<file path="src/rtl/csra_pkg.sv">
package csra_pkg;

  localparam int unsigned ActionW = 2;
  localparam int unsigned CountW  = 4;
  localparam int unsigned SRowW   = 4;
  localparam int unsigned SColW   = 5;
  localparam int unsigned StateW  = 2;

  localparam logic [ActionW-1:0] ACT_BUY    = 2'd0;
  localparam logic [ActionW-1:0] ACT_TOGGLE = 2'd1;
  localparam logic [ActionW-1:0] ACT_CLEAR  = 2'd2;

  localparam logic [StateW-1:0] SEAT_FREE     = 2'd0;
  localparam logic [StateW-1:0] SEAT_RESERVED = 2'd1;
  localparam logic [StateW-1:0] SEAT_BOUGHT   = 2'd2;

  localparam int unsigned CfgIdxW  = 2;
  localparam int unsigned CfgDataW = 6;
  localparam logic [CfgIdxW-1:0] CFG_ROWS_IN_USE     = 2'd0;
  localparam logic [CfgIdxW-1:0] CFG_FIRST_ROW_SEATS = 2'd1;
  localparam logic [CfgIdxW-1:0] CFG_ROW_SEAT_STEP   = 2'd2;

  localparam logic [4:0] RowsInUseRst     = 5'd10;
  localparam logic [5:0] FirstRowSeatsRst = 6'd12;
  localparam logic [4:0] RowSeatStepRst   = 5'd1;

  typedef struct packed {
    logic [ActionW-1:0] action;
    logic [CountW-1:0]  seat_count;
    logic [SRowW-1:0]   seat_row;
    logic [SColW-1:0]   seat_col;
  } req_t;

  typedef struct packed {
    logic               granted;
    logic [SRowW-1:0]   run_row;
    logic [SColW-1:0]   run_top_col;
    logic [StateW-1:0]  seat_state;
  } rsp_t;

endpackage

</file>
<file path="src/rtl/contiguous_seat_run_allocator.sv">
// seat run allocator
// request channel: in_valid_i / in_stall_o carry one req_t (buy, toggle or clear).
// result channel: out_valid_o / out_stall_i carry one rsp_t per request.
// config channel: cfg_valid_i / cfg_ready_o write rows_in_use, first_row_seats and
// row_seat_step by index; write only while no request is in flight.
// the seat table lives in one synchronous memory, one row word per address, with a
// registered read. a buy reads one row per cycle from the top row down; the hit
// row is written back in its last scan cycle. a toggle reads the row, then writes
// it back; a clear and a rejected request are answered from idle with no memory access.
// one request is worked on at a time; in_stall_o is high while one is in progress.
// the result goes to an output register, so the next request is taken while it
// waits; if a second result finishes while the output is still stalled it is
// parked and the block holds in_stall_o until the output drains.
// reset clears every per-row valid flag (an invalid row reads as all seats
// available), sets the config registers to their defaults and empties the output.
// a clear request drops all row valid flags at once.
module contiguous_seat_run_allocator
  import csra_pkg::*;
#(
  parameter int unsigned ROWS     = 16,
  parameter int unsigned MAX_COLS = 32
) (
  input  logic                clk_i,
  input  logic                rst_ni,
  input  logic                in_valid_i,
  output logic                in_stall_o,
  input  req_t                in_data_i,
  output logic                out_valid_o,
  input  logic                out_stall_i,
  output rsp_t                out_data_o,
  input  logic                cfg_valid_i,
  output logic                cfg_ready_o,
  input  logic [CfgIdxW-1:0]  cfg_index_i,
  input  logic [CfgDataW-1:0] cfg_data_i
);

  localparam int unsigned RW   = (ROWS > 1) ? $clog2(ROWS) : 1;
  localparam int unsigned CW   = $clog2(MAX_COLS);
  localparam int unsigned LENW = CW + 1;
  localparam int unsigned NW   = RW + 7;
  localparam int unsigned MaxRun = (1 << CountW) - 1;

  localparam logic [1:0] S_IDLE = 2'd0;
  localparam logic [1:0] S_SCAN = 2'd1;
  localparam logic [1:0] S_TGL  = 2'd2;
  localparam logic [1:0] S_DONE = 2'd3;

  typedef logic [MAX_COLS-1:0][StateW-1:0] row_t;

  function automatic logic [LENW-1:0] row_len(input logic [RW-1:0] row,
                                              input logic [5:0] first,
                                              input logic [4:0] step);
    logic [NW-1:0] n;
    n = NW'(first) + NW'(row) * NW'(step);
    return (n > NW'(MAX_COLS)) ? LENW'(MAX_COLS) : LENW'(n);
  endfunction

  // config registers
  logic [4:0] rows_in_use_q;
  logic [5:0] first_row_seats_q;
  logic [4:0] row_seat_step_q;

  assign cfg_ready_o = 1'b1;

  always_ff @(posedge clk_i or negedge rst_ni) begin
    if (!rst_ni) begin
      rows_in_use_q     <= RowsInUseRst;
      first_row_seats_q <= FirstRowSeatsRst;
      row_seat_step_q   <= RowSeatStepRst;
    end else if (cfg_valid_i && cfg_ready_o) begin
      case (cfg_index_i)
        CFG_ROWS_IN_USE:     rows_in_use_q     <= cfg_data_i[4:0];
        CFG_FIRST_ROW_SEATS: first_row_seats_q <= cfg_data_i;
        CFG_ROW_SEAT_STEP:   row_seat_step_q   <= cfg_data_i[4:0];
        default: ;
      endcase
    end
  end

  logic [6:0] nrows;
  assign nrows = (7'(rows_in_use_q) > 7'(ROWS)) ? 7'(ROWS) : 7'(rows_in_use_q);

  // seat memory and per-row valid flags
  row_t            mem [ROWS];
  logic [ROWS-1:0] row_vld_q, row_vld_d;
  row_t            rdata_q;
  logic            rvld_q;
  logic            rd_en, wr_en, clr;
  logic [RW-1:0]   rd_addr, wr_addr;
  row_t            wr_data;
  row_t            word;

  always_ff @(posedge clk_i) begin
    if (wr_en) begin
      mem[wr_addr] <= wr_data;
    end
    if (rd_en) begin
      rdata_q <= mem[rd_addr];
    end
  end

  always_comb begin
    row_vld_d = row_vld_q;
    if (clr) begin
      row_vld_d = '0;
    end else if (wr_en) begin
      row_vld_d[wr_addr] = 1'b1;
    end
  end

  always_ff @(posedge clk_i or negedge rst_ni) begin
    if (!rst_ni) begin
      row_vld_q <= '0;
      rvld_q    <= 1'b0;
    end else begin
      row_vld_q <= row_vld_d;
      if (rd_en) begin
        rvld_q <= row_vld_q[rd_addr];
      end
    end
  end

  assign word = rvld_q ? rdata_q : '0;

  // control
  logic [1:0]        state_q, state_d;
  logic [RW-1:0]     row_q, row_d;
  logic [CountW-1:0] cnt_q, cnt_d;
  logic [CW-1:0]     col_q, col_d;
  rsp_t              res_q, res_d, fin_rsp;
  rsp_t              out_q, out_d;
  logic              out_valid_q, out_valid_d;
  logic              fin, out_free, acc;

  assign acc      = in_valid_i && !in_stall_o;
  assign out_free = !out_valid_q || !out_stall_i;

  // run search on the row word in the read register
  logic [LENW-1:0]     scan_len;
  logic [MAX_COLS-1:0] free_v, ok_v;
  logic                hit;
  logic [CW-1:0]       top;
  row_t                bought_word;

  assign scan_len = row_len(row_q, first_row_seats_q, row_seat_step_q);

  always_comb begin
    for (int c = 0; c < MAX_COLS; c++) begin
      free_v[c] = (word[c] == SEAT_FREE) && (LENW'(c) < scan_len);
    end
    for (int c = 0; c < MAX_COLS; c++) begin
      ok_v[c] = (c + 1 >= int'(cnt_q));
      for (int i = 0; i < MaxRun; i++) begin
        if (i < int'(cnt_q)) begin
          if (c >= i) begin
            ok_v[c] = ok_v[c] && free_v[c - i];
          end else begin
            ok_v[c] = 1'b0;
          end
        end
      end
    end
    hit = 1'b0;
    top = '0;
    for (int c = 0; c < MAX_COLS; c++) begin
      if (ok_v[c]) begin
        hit = 1'b1;
        top = CW'(c);
      end
    end
    bought_word = word;
    for (int c = 0; c < MAX_COLS; c++) begin
      if ((c <= int'(top)) && (c + int'(cnt_q) > int'(top))) begin
        bought_word[c] = SEAT_BOUGHT;
      end
    end
  end

  // toggle checks on the incoming request
  logic [LENW-1:0]   tgl_len;
  logic              tgl_ok;
  logic [StateW-1:0] cur_seat, new_seat;
  row_t              tgl_word;

  assign tgl_len = row_len(RW'(in_data_i.seat_row), first_row_seats_q, row_seat_step_q);
  assign tgl_ok  = (7'(in_data_i.seat_row) < nrows) &&
                   (6'(in_data_i.seat_col) < 6'(tgl_len));

  always_comb begin
    cur_seat = word[col_q];
    case (cur_seat)
      SEAT_FREE:     new_seat = SEAT_RESERVED;
      SEAT_RESERVED: new_seat = SEAT_FREE;
      default:       new_seat = cur_seat;
    endcase
    tgl_word        = word;
    tgl_word[col_q] = new_seat;
  end

  always_comb begin
    state_d = state_q;
    row_d   = row_q;
    cnt_d   = cnt_q;
    col_d   = col_q;
    rd_en   = 1'b0;
    rd_addr = row_q;
    wr_en   = 1'b0;
    wr_addr = row_q;
    wr_data = bought_word;
    clr     = 1'b0;
    fin     = 1'b0;
    fin_rsp = '0;
    case (state_q)
      S_IDLE: begin
        if (acc) begin
          case (in_data_i.action)
            ACT_BUY: begin
              if ((in_data_i.seat_count != '0) && (nrows != '0)) begin
                row_d   = RW'(nrows - 7'd1);
                cnt_d   = in_data_i.seat_count;
                rd_en   = 1'b1;
                rd_addr = RW'(nrows - 7'd1);
                state_d = S_SCAN;
              end else begin
                fin = 1'b1;
              end
            end
            ACT_TOGGLE: begin
              if (tgl_ok) begin
                row_d   = RW'(in_data_i.seat_row);
                col_d   = CW'(in_data_i.seat_col);
                rd_en   = 1'b1;
                rd_addr = RW'(in_data_i.seat_row);
                state_d = S_TGL;
              end else begin
                fin = 1'b1;
              end
            end
            ACT_CLEAR: begin
              clr = 1'b1;
              fin = 1'b1;
            end
            default: fin = 1'b1;
          endcase
        end
      end
      S_SCAN: begin
        // prefetch the next row down while this one is checked
        rd_en   = (row_q != '0);
        rd_addr = row_q - RW'(1);
        if (hit) begin
          wr_en               = 1'b1;
          fin                 = 1'b1;
          fin_rsp.granted     = 1'b1;
          fin_rsp.run_row     = SRowW'(row_q);
          fin_rsp.run_top_col = SColW'(top);
        end else if (row_q == '0) begin
          fin = 1'b1;
        end else begin
          row_d = row_q - RW'(1);
        end
      end
      S_TGL: begin
        wr_en              = 1'b1;
        wr_data            = tgl_word;
        fin                = 1'b1;
        fin_rsp.granted    = 1'b1;
        fin_rsp.seat_state = new_seat;
      end
      default: ;
    endcase

    res_d       = res_q;
    out_d       = out_q;
    out_valid_d = out_valid_q && out_stall_i;
    if (fin) begin
      if (out_free) begin
        out_d       = fin_rsp;
        out_valid_d = 1'b1;
        state_d     = S_IDLE;
      end else begin
        res_d   = fin_rsp;
        state_d = S_DONE;
      end
    end else if (state_q == S_DONE && out_free) begin
      out_d       = res_q;
      out_valid_d = 1'b1;
      state_d     = S_IDLE;
    end
  end

  always_ff @(posedge clk_i or negedge rst_ni) begin
    if (!rst_ni) begin
      state_q     <= S_IDLE;
      out_valid_q <= 1'b0;
    end else begin
      state_q     <= state_d;
      out_valid_q <= out_valid_d;
    end
  end

  always_ff @(posedge clk_i) begin
    row_q <= row_d;
    cnt_q <= cnt_d;
    col_q <= col_d;
    res_q <= res_d;
    out_q <= out_d;
  end

  assign in_stall_o  = (state_q != S_IDLE);
  assign out_valid_o = out_valid_q;
  assign out_data_o  = out_q;

`ifndef SYNTHESIS
  a_no_write_on_clear: assert property (@(posedge clk_i) disable iff (!rst_ni)
    !(wr_en && clr))
    else $error("seat write and clear in the same cycle");

  a_scan_row_in_hall: assert property (@(posedge clk_i) disable iff (!rst_ni)
    (state_q == S_SCAN) |-> (7'(row_q) < nrows))
    else $error("scan row outside the hall");

  a_parked_needs_full_out: assert property (@(posedge clk_i) disable iff (!rst_ni)
    (state_q == S_DONE) |-> out_valid_q)
    else $error("result parked while output register empty");

  a_toggle_fields_clean: assert property (@(posedge clk_i) disable iff (!rst_ni)
    (out_valid_o && (out_data_o.seat_state != SEAT_FREE)) |->
      (out_data_o.granted && (out_data_o.run_row == '0) && (out_data_o.run_top_col == '0)))
    else $error("toggle result carries run fields");
`endif

endmodule

</file>
<file path="config.mk">
export PLATFORM = sky130hd
export DESIGN_NAME = contiguous_seat_run_allocator
export DESIGN_NICKNAME = d
export VERILOG_FILES = /design/src/rtl/csra_pkg.sv /design/src/rtl/contiguous_seat_run_allocator.sv
export SDC_FILE = /design/constraint.sdc
export NUM_CORES = 2
export LEC_CHECK = 0
export ABC_AREA = 0
export BUFFER_PORTS_ARGS = -buffer_cell sky130_fd_sc_hd__buf_2
export CORE_AREA = 8 8 268 373
export CTS_CLUSTER_SIZE = 24
export DETAILED_ROUTE_END_ITERATION = 16
export DIE_AREA = 0 0 276 381
export PLACE_DENSITY = 0.84
export SLEW_MARGIN = 20
export SYNTH_ARGS = -nofsm -noshare
export SYNTH_HDL_FRONTEND = slang
export SYNTH_SLANG_ARGS = --single-unit
</file>
<file path="constraint.sdc">
create_clock -name clk_i -period 13 [get_ports clk_i]
set_clock_uncertainty 0.1 [all_clocks]
set_input_delay 2.6 -clock clk_i [delete_from_list [all_inputs] [get_ports clk_i]]
set_output_delay 2.6 -clock clk_i [all_outputs]
set_load 0.05 [all_outputs]
</file>
==> results.md <==
* Synthesized cell area at 56,000 um^2
* Sequential share of the synthesized area at 0.620
* CTS max path bufs at 3
* Register bit total from synthesis at ~1,200
* CTS tree: done
* Final setup violation count at 0
* Path type of the worst setup path: flop to flop
* Routed Wire Length at 172,000 um
* Area delta synth->final at 9.20%
* H-tree lvl count at 3
* Detailed Routing Iterations Pass 1 at 7
* Worst Path Arrival at roughly 11 ns
* Post CTS Setup Buffer Count at 0
* Global placement routability congestion at approximately 1.0
* Placement-stage cell area at approximately 58,000 um^2
* DRC at 0
* Drt initial violations at between 5,000 and 6,000
* Number of max-cap violations at 0
* Fin. Hold Viols at 0
* Slowest cell on crit path: nor4_1
* Post-Syn Instances at about 4,600
* Slew @ Worst Pin at 1.29 ns
* Storage cell area at approximately 35,000 um^2
* Initial Util at 0.592
* Largest net degree at the start of global routing at just over 200
* Worst Setup End Kind: flop
* Cell mode on critical path: fa_1
* Die width at 276 um
* WL/cell at approximately 29 um
* Clk sinks at approximately 1,200
* CP max stage delay at roughly 0.92 ns
* Fmax achieved at about 96 MHz
* Vias in the first global route at between 40,000 and 50,000
* Core ar. at between 90,000 and 100,000 um^2
* Post-cts gate resize count at 0
* Synth cell types at roughly 110
* Number of synthesized flops with an enable pin at 1,125
* I/O pin count at 43
* Worst-path clk slew at about 0.070 ns
* Fraction of registers with async set/reset at 0.0310
* Crit path max fanout at 16
* Dpl cells at 5,674
* Fin cells at 5,867
* Number of buffers inserted by port buffering at 41
* Drt via density at approximately 7
* DR top layer: met5
* Initial antenna violation count at 5
* Clock Latency Late Sink at 0.73 ns
* DR vias at about 42,000
* Hold buffers post-CTS at 0
* Design area at just over 60,000 um^2
* Main synth FF type: edfxtp_1
* Global route total overflow at 0
* CTS Buf Count at roughly 100
* All-Layer GR Usage at 0.316
* Period utilisation layout at 0.800
* Dpl hpwl at 102,000 um
* Setup TNS Final at 0 ns
* Hold Path Class: flop to flop
* Yosys top cell by area: edfxtp_1
* Synth area leaders: edfxtp_1 60%, nand2_1 4.6%, a211oi_1 4.6%
* Met3 Routed Length at approximately 19,000 um
* Share of layout cells above drive strength 1 at 0.0974
* Die Y at 381 um
* Fillers at between 6,000 and 7,000
* RSZ-0062 raised after global routing: no
* Worst path required time at between 10 and 15 ns
* Yosys top cell area share at 0.604
* Hold WS at 0.395 ns
* Final Max Slew Viols at 0
* Min Tclk post-route at around 10 ns
* Status: finished clean
* First-pass GRT wire length at approximately 250,000 um
* Crit path cell chain: nand2_1 -> fa_1 -> fa_1 -> fa_1 -> inv_1 -> ha_1 -> nand2b_1 -> nand4_1 -> o221a_2 -> o41ai_2 -> and2_1 -> o22ai_1 -> nor4_1 -> a21oi_1 -> and3_1 -> a311oi_4 -> buf_4 -> ha_1 -> inv_1 -> o21bai_1 -> a21boi_0 -> a311oi_1 -> o21ai_0 -> a32oi_1
* Post-route ant nets at 0
* Syn nets at around 4,800
* Worst Setup Start Kind: flop
* # rows at about 130
* Syn. warnings at 0
* Nets at approximately 4,700
* Multi-input logic area at 19,900 um^2
* Die area at 105,000 um^2
* CTS root buffer: clkbuf_16
* WL met2 at roughly 81,000 um
* Met1 Routed Length at 58,700 um
* Max_slew headroom at 0.133
* Syn avg cell area at around 12 um^2
[registers in the layout, indices dropped and copies added, names as in the netlist]
name               flops
row_vld_q             16
col_q                  5
state_q                2
out_valid_o            1
out_data_o            12
cnt_q                  4
row_seat_step_q        5
first_row_seats_q      6
res_q                 12
row_q                  4
rvld_q                 1
rows_in_use_q          5
rdata_q               64
mem                 1024
[cells in the final DEF, fill, tap and decap left out, drive strengths merged, types with 31 or more instances in the layout]
| cell type | instances |
|---|---|
| a211oi | 343 |
| a21o | 41 |
| a21oi | 257 |
| a311oi | 141 |
| a31oi | 173 |
| and2 | 312 |
| buf | 159 |
| clkbuf | 136 |
| clkinv | 43 |
| dfrtp | 31 |
| edfxtp | 1125 |
| ha | 135 |
| inv | 103 |
| nand2 | 693 |
| nand3 | 74 |
| nor2 | 139 |
| o21ai | 132 |
| o22ai | 61 |
[critical path: cells and delay by family (launching register included)]
family          cells  cell delay (ns)
fa+ha+maj           5             2.25
flops               1             0.67
simple gates        6             2.25
buf+inv             3             0.45
compound gates     10             4.27
[final timing paths]
kind | to | slack [ns] | cells past startpoint | startpoint
setup / recovery | mem[0][49] | 2.59 | 24 | row_q[3]
setup reg to reg | mem[0][49] | 2.59 | 24 | row_q[3]
hold / removal | row_vld_q[13] | 0.40 | 2 | row_vld_q[13]
min in group asynchronous | rows_in_use_q[4] | 1.89 | 1 | rst_ni
hold reg to reg | row_vld_q[13] | 0.40 | 2 | row_vld_q[13]
max in group asynchronous | rvld_q | 10.30 | 1 | rst_ni
[cells in the mapped netlist (all sizes together) (14+ instances only)]
cell type  count
and3          29
nor3          30
buf           42
nand2        693
mux4          15
o21a          17
and2         312
o22ai         61
inv           97
o21ai        132
a222oi        17
a31oi        173
ha           135
mux2          30
a211oi       343
a22oi         22
a311oi       141
clkbuf       292
nor4          20
fa            22
nand3         74
dfrtp         31
nand4         25
o211ai        21
a21oi        257
nand2b        14
a21o          41
nor2         139
nor2b         16
edfxtp      1125
o221ai        19
a221oi        16
[area by class of cell]
class | count | share of cell area
Multi-Input combinational cell | 3029 | 0.325
Timing Repair Buffer | 159 | 0.0223
Tap cell | 1224 | 0.0251
Sequential cell | 1161 | 0.568
Clock buffer | 136 | 0.0456
Clock inverter | 51 | 0.00774
Inverter | 103 | 0.00633
Antenna cell | 4 | 0.000164
[metrics by stage]
stage | setup WS [ns] | utilization
5_1_grt | 2.36 | 0.646
3_5_place_dp | 2.78 | 0.611
4_1_cts | 2.91 | 0.645
2_1_floorplan | 1.63 | -
6_report | 2.59 | 0.646
3_3_place_gp | 2.85 | 0.611
[per-layer routing]
| layer | track usage | vias up |
|---|---|---|
| met4 | 0.215 | 6 |
| met1 | 0.383 | 20300 |
| met2 | 0.509 | 2989 |
| met3 | 0.0638 | 837 |
| li1 | - | 17700 |
| met5 | 0 | - |
[logic make-up after synthesis]
group | share of synthesized area
fa+ha+maj | 0.0381
flops | 0.620
simple gates | 0.120
other cells | 0.0000670
buf+inv | 0.0301
xor+xnor | 0.00248
mux | 0.0130
compound gates | 0.176
Power is not shown: default switching activity piles up to over one toggle a cycle in this logic, so the estimate is an artifact.
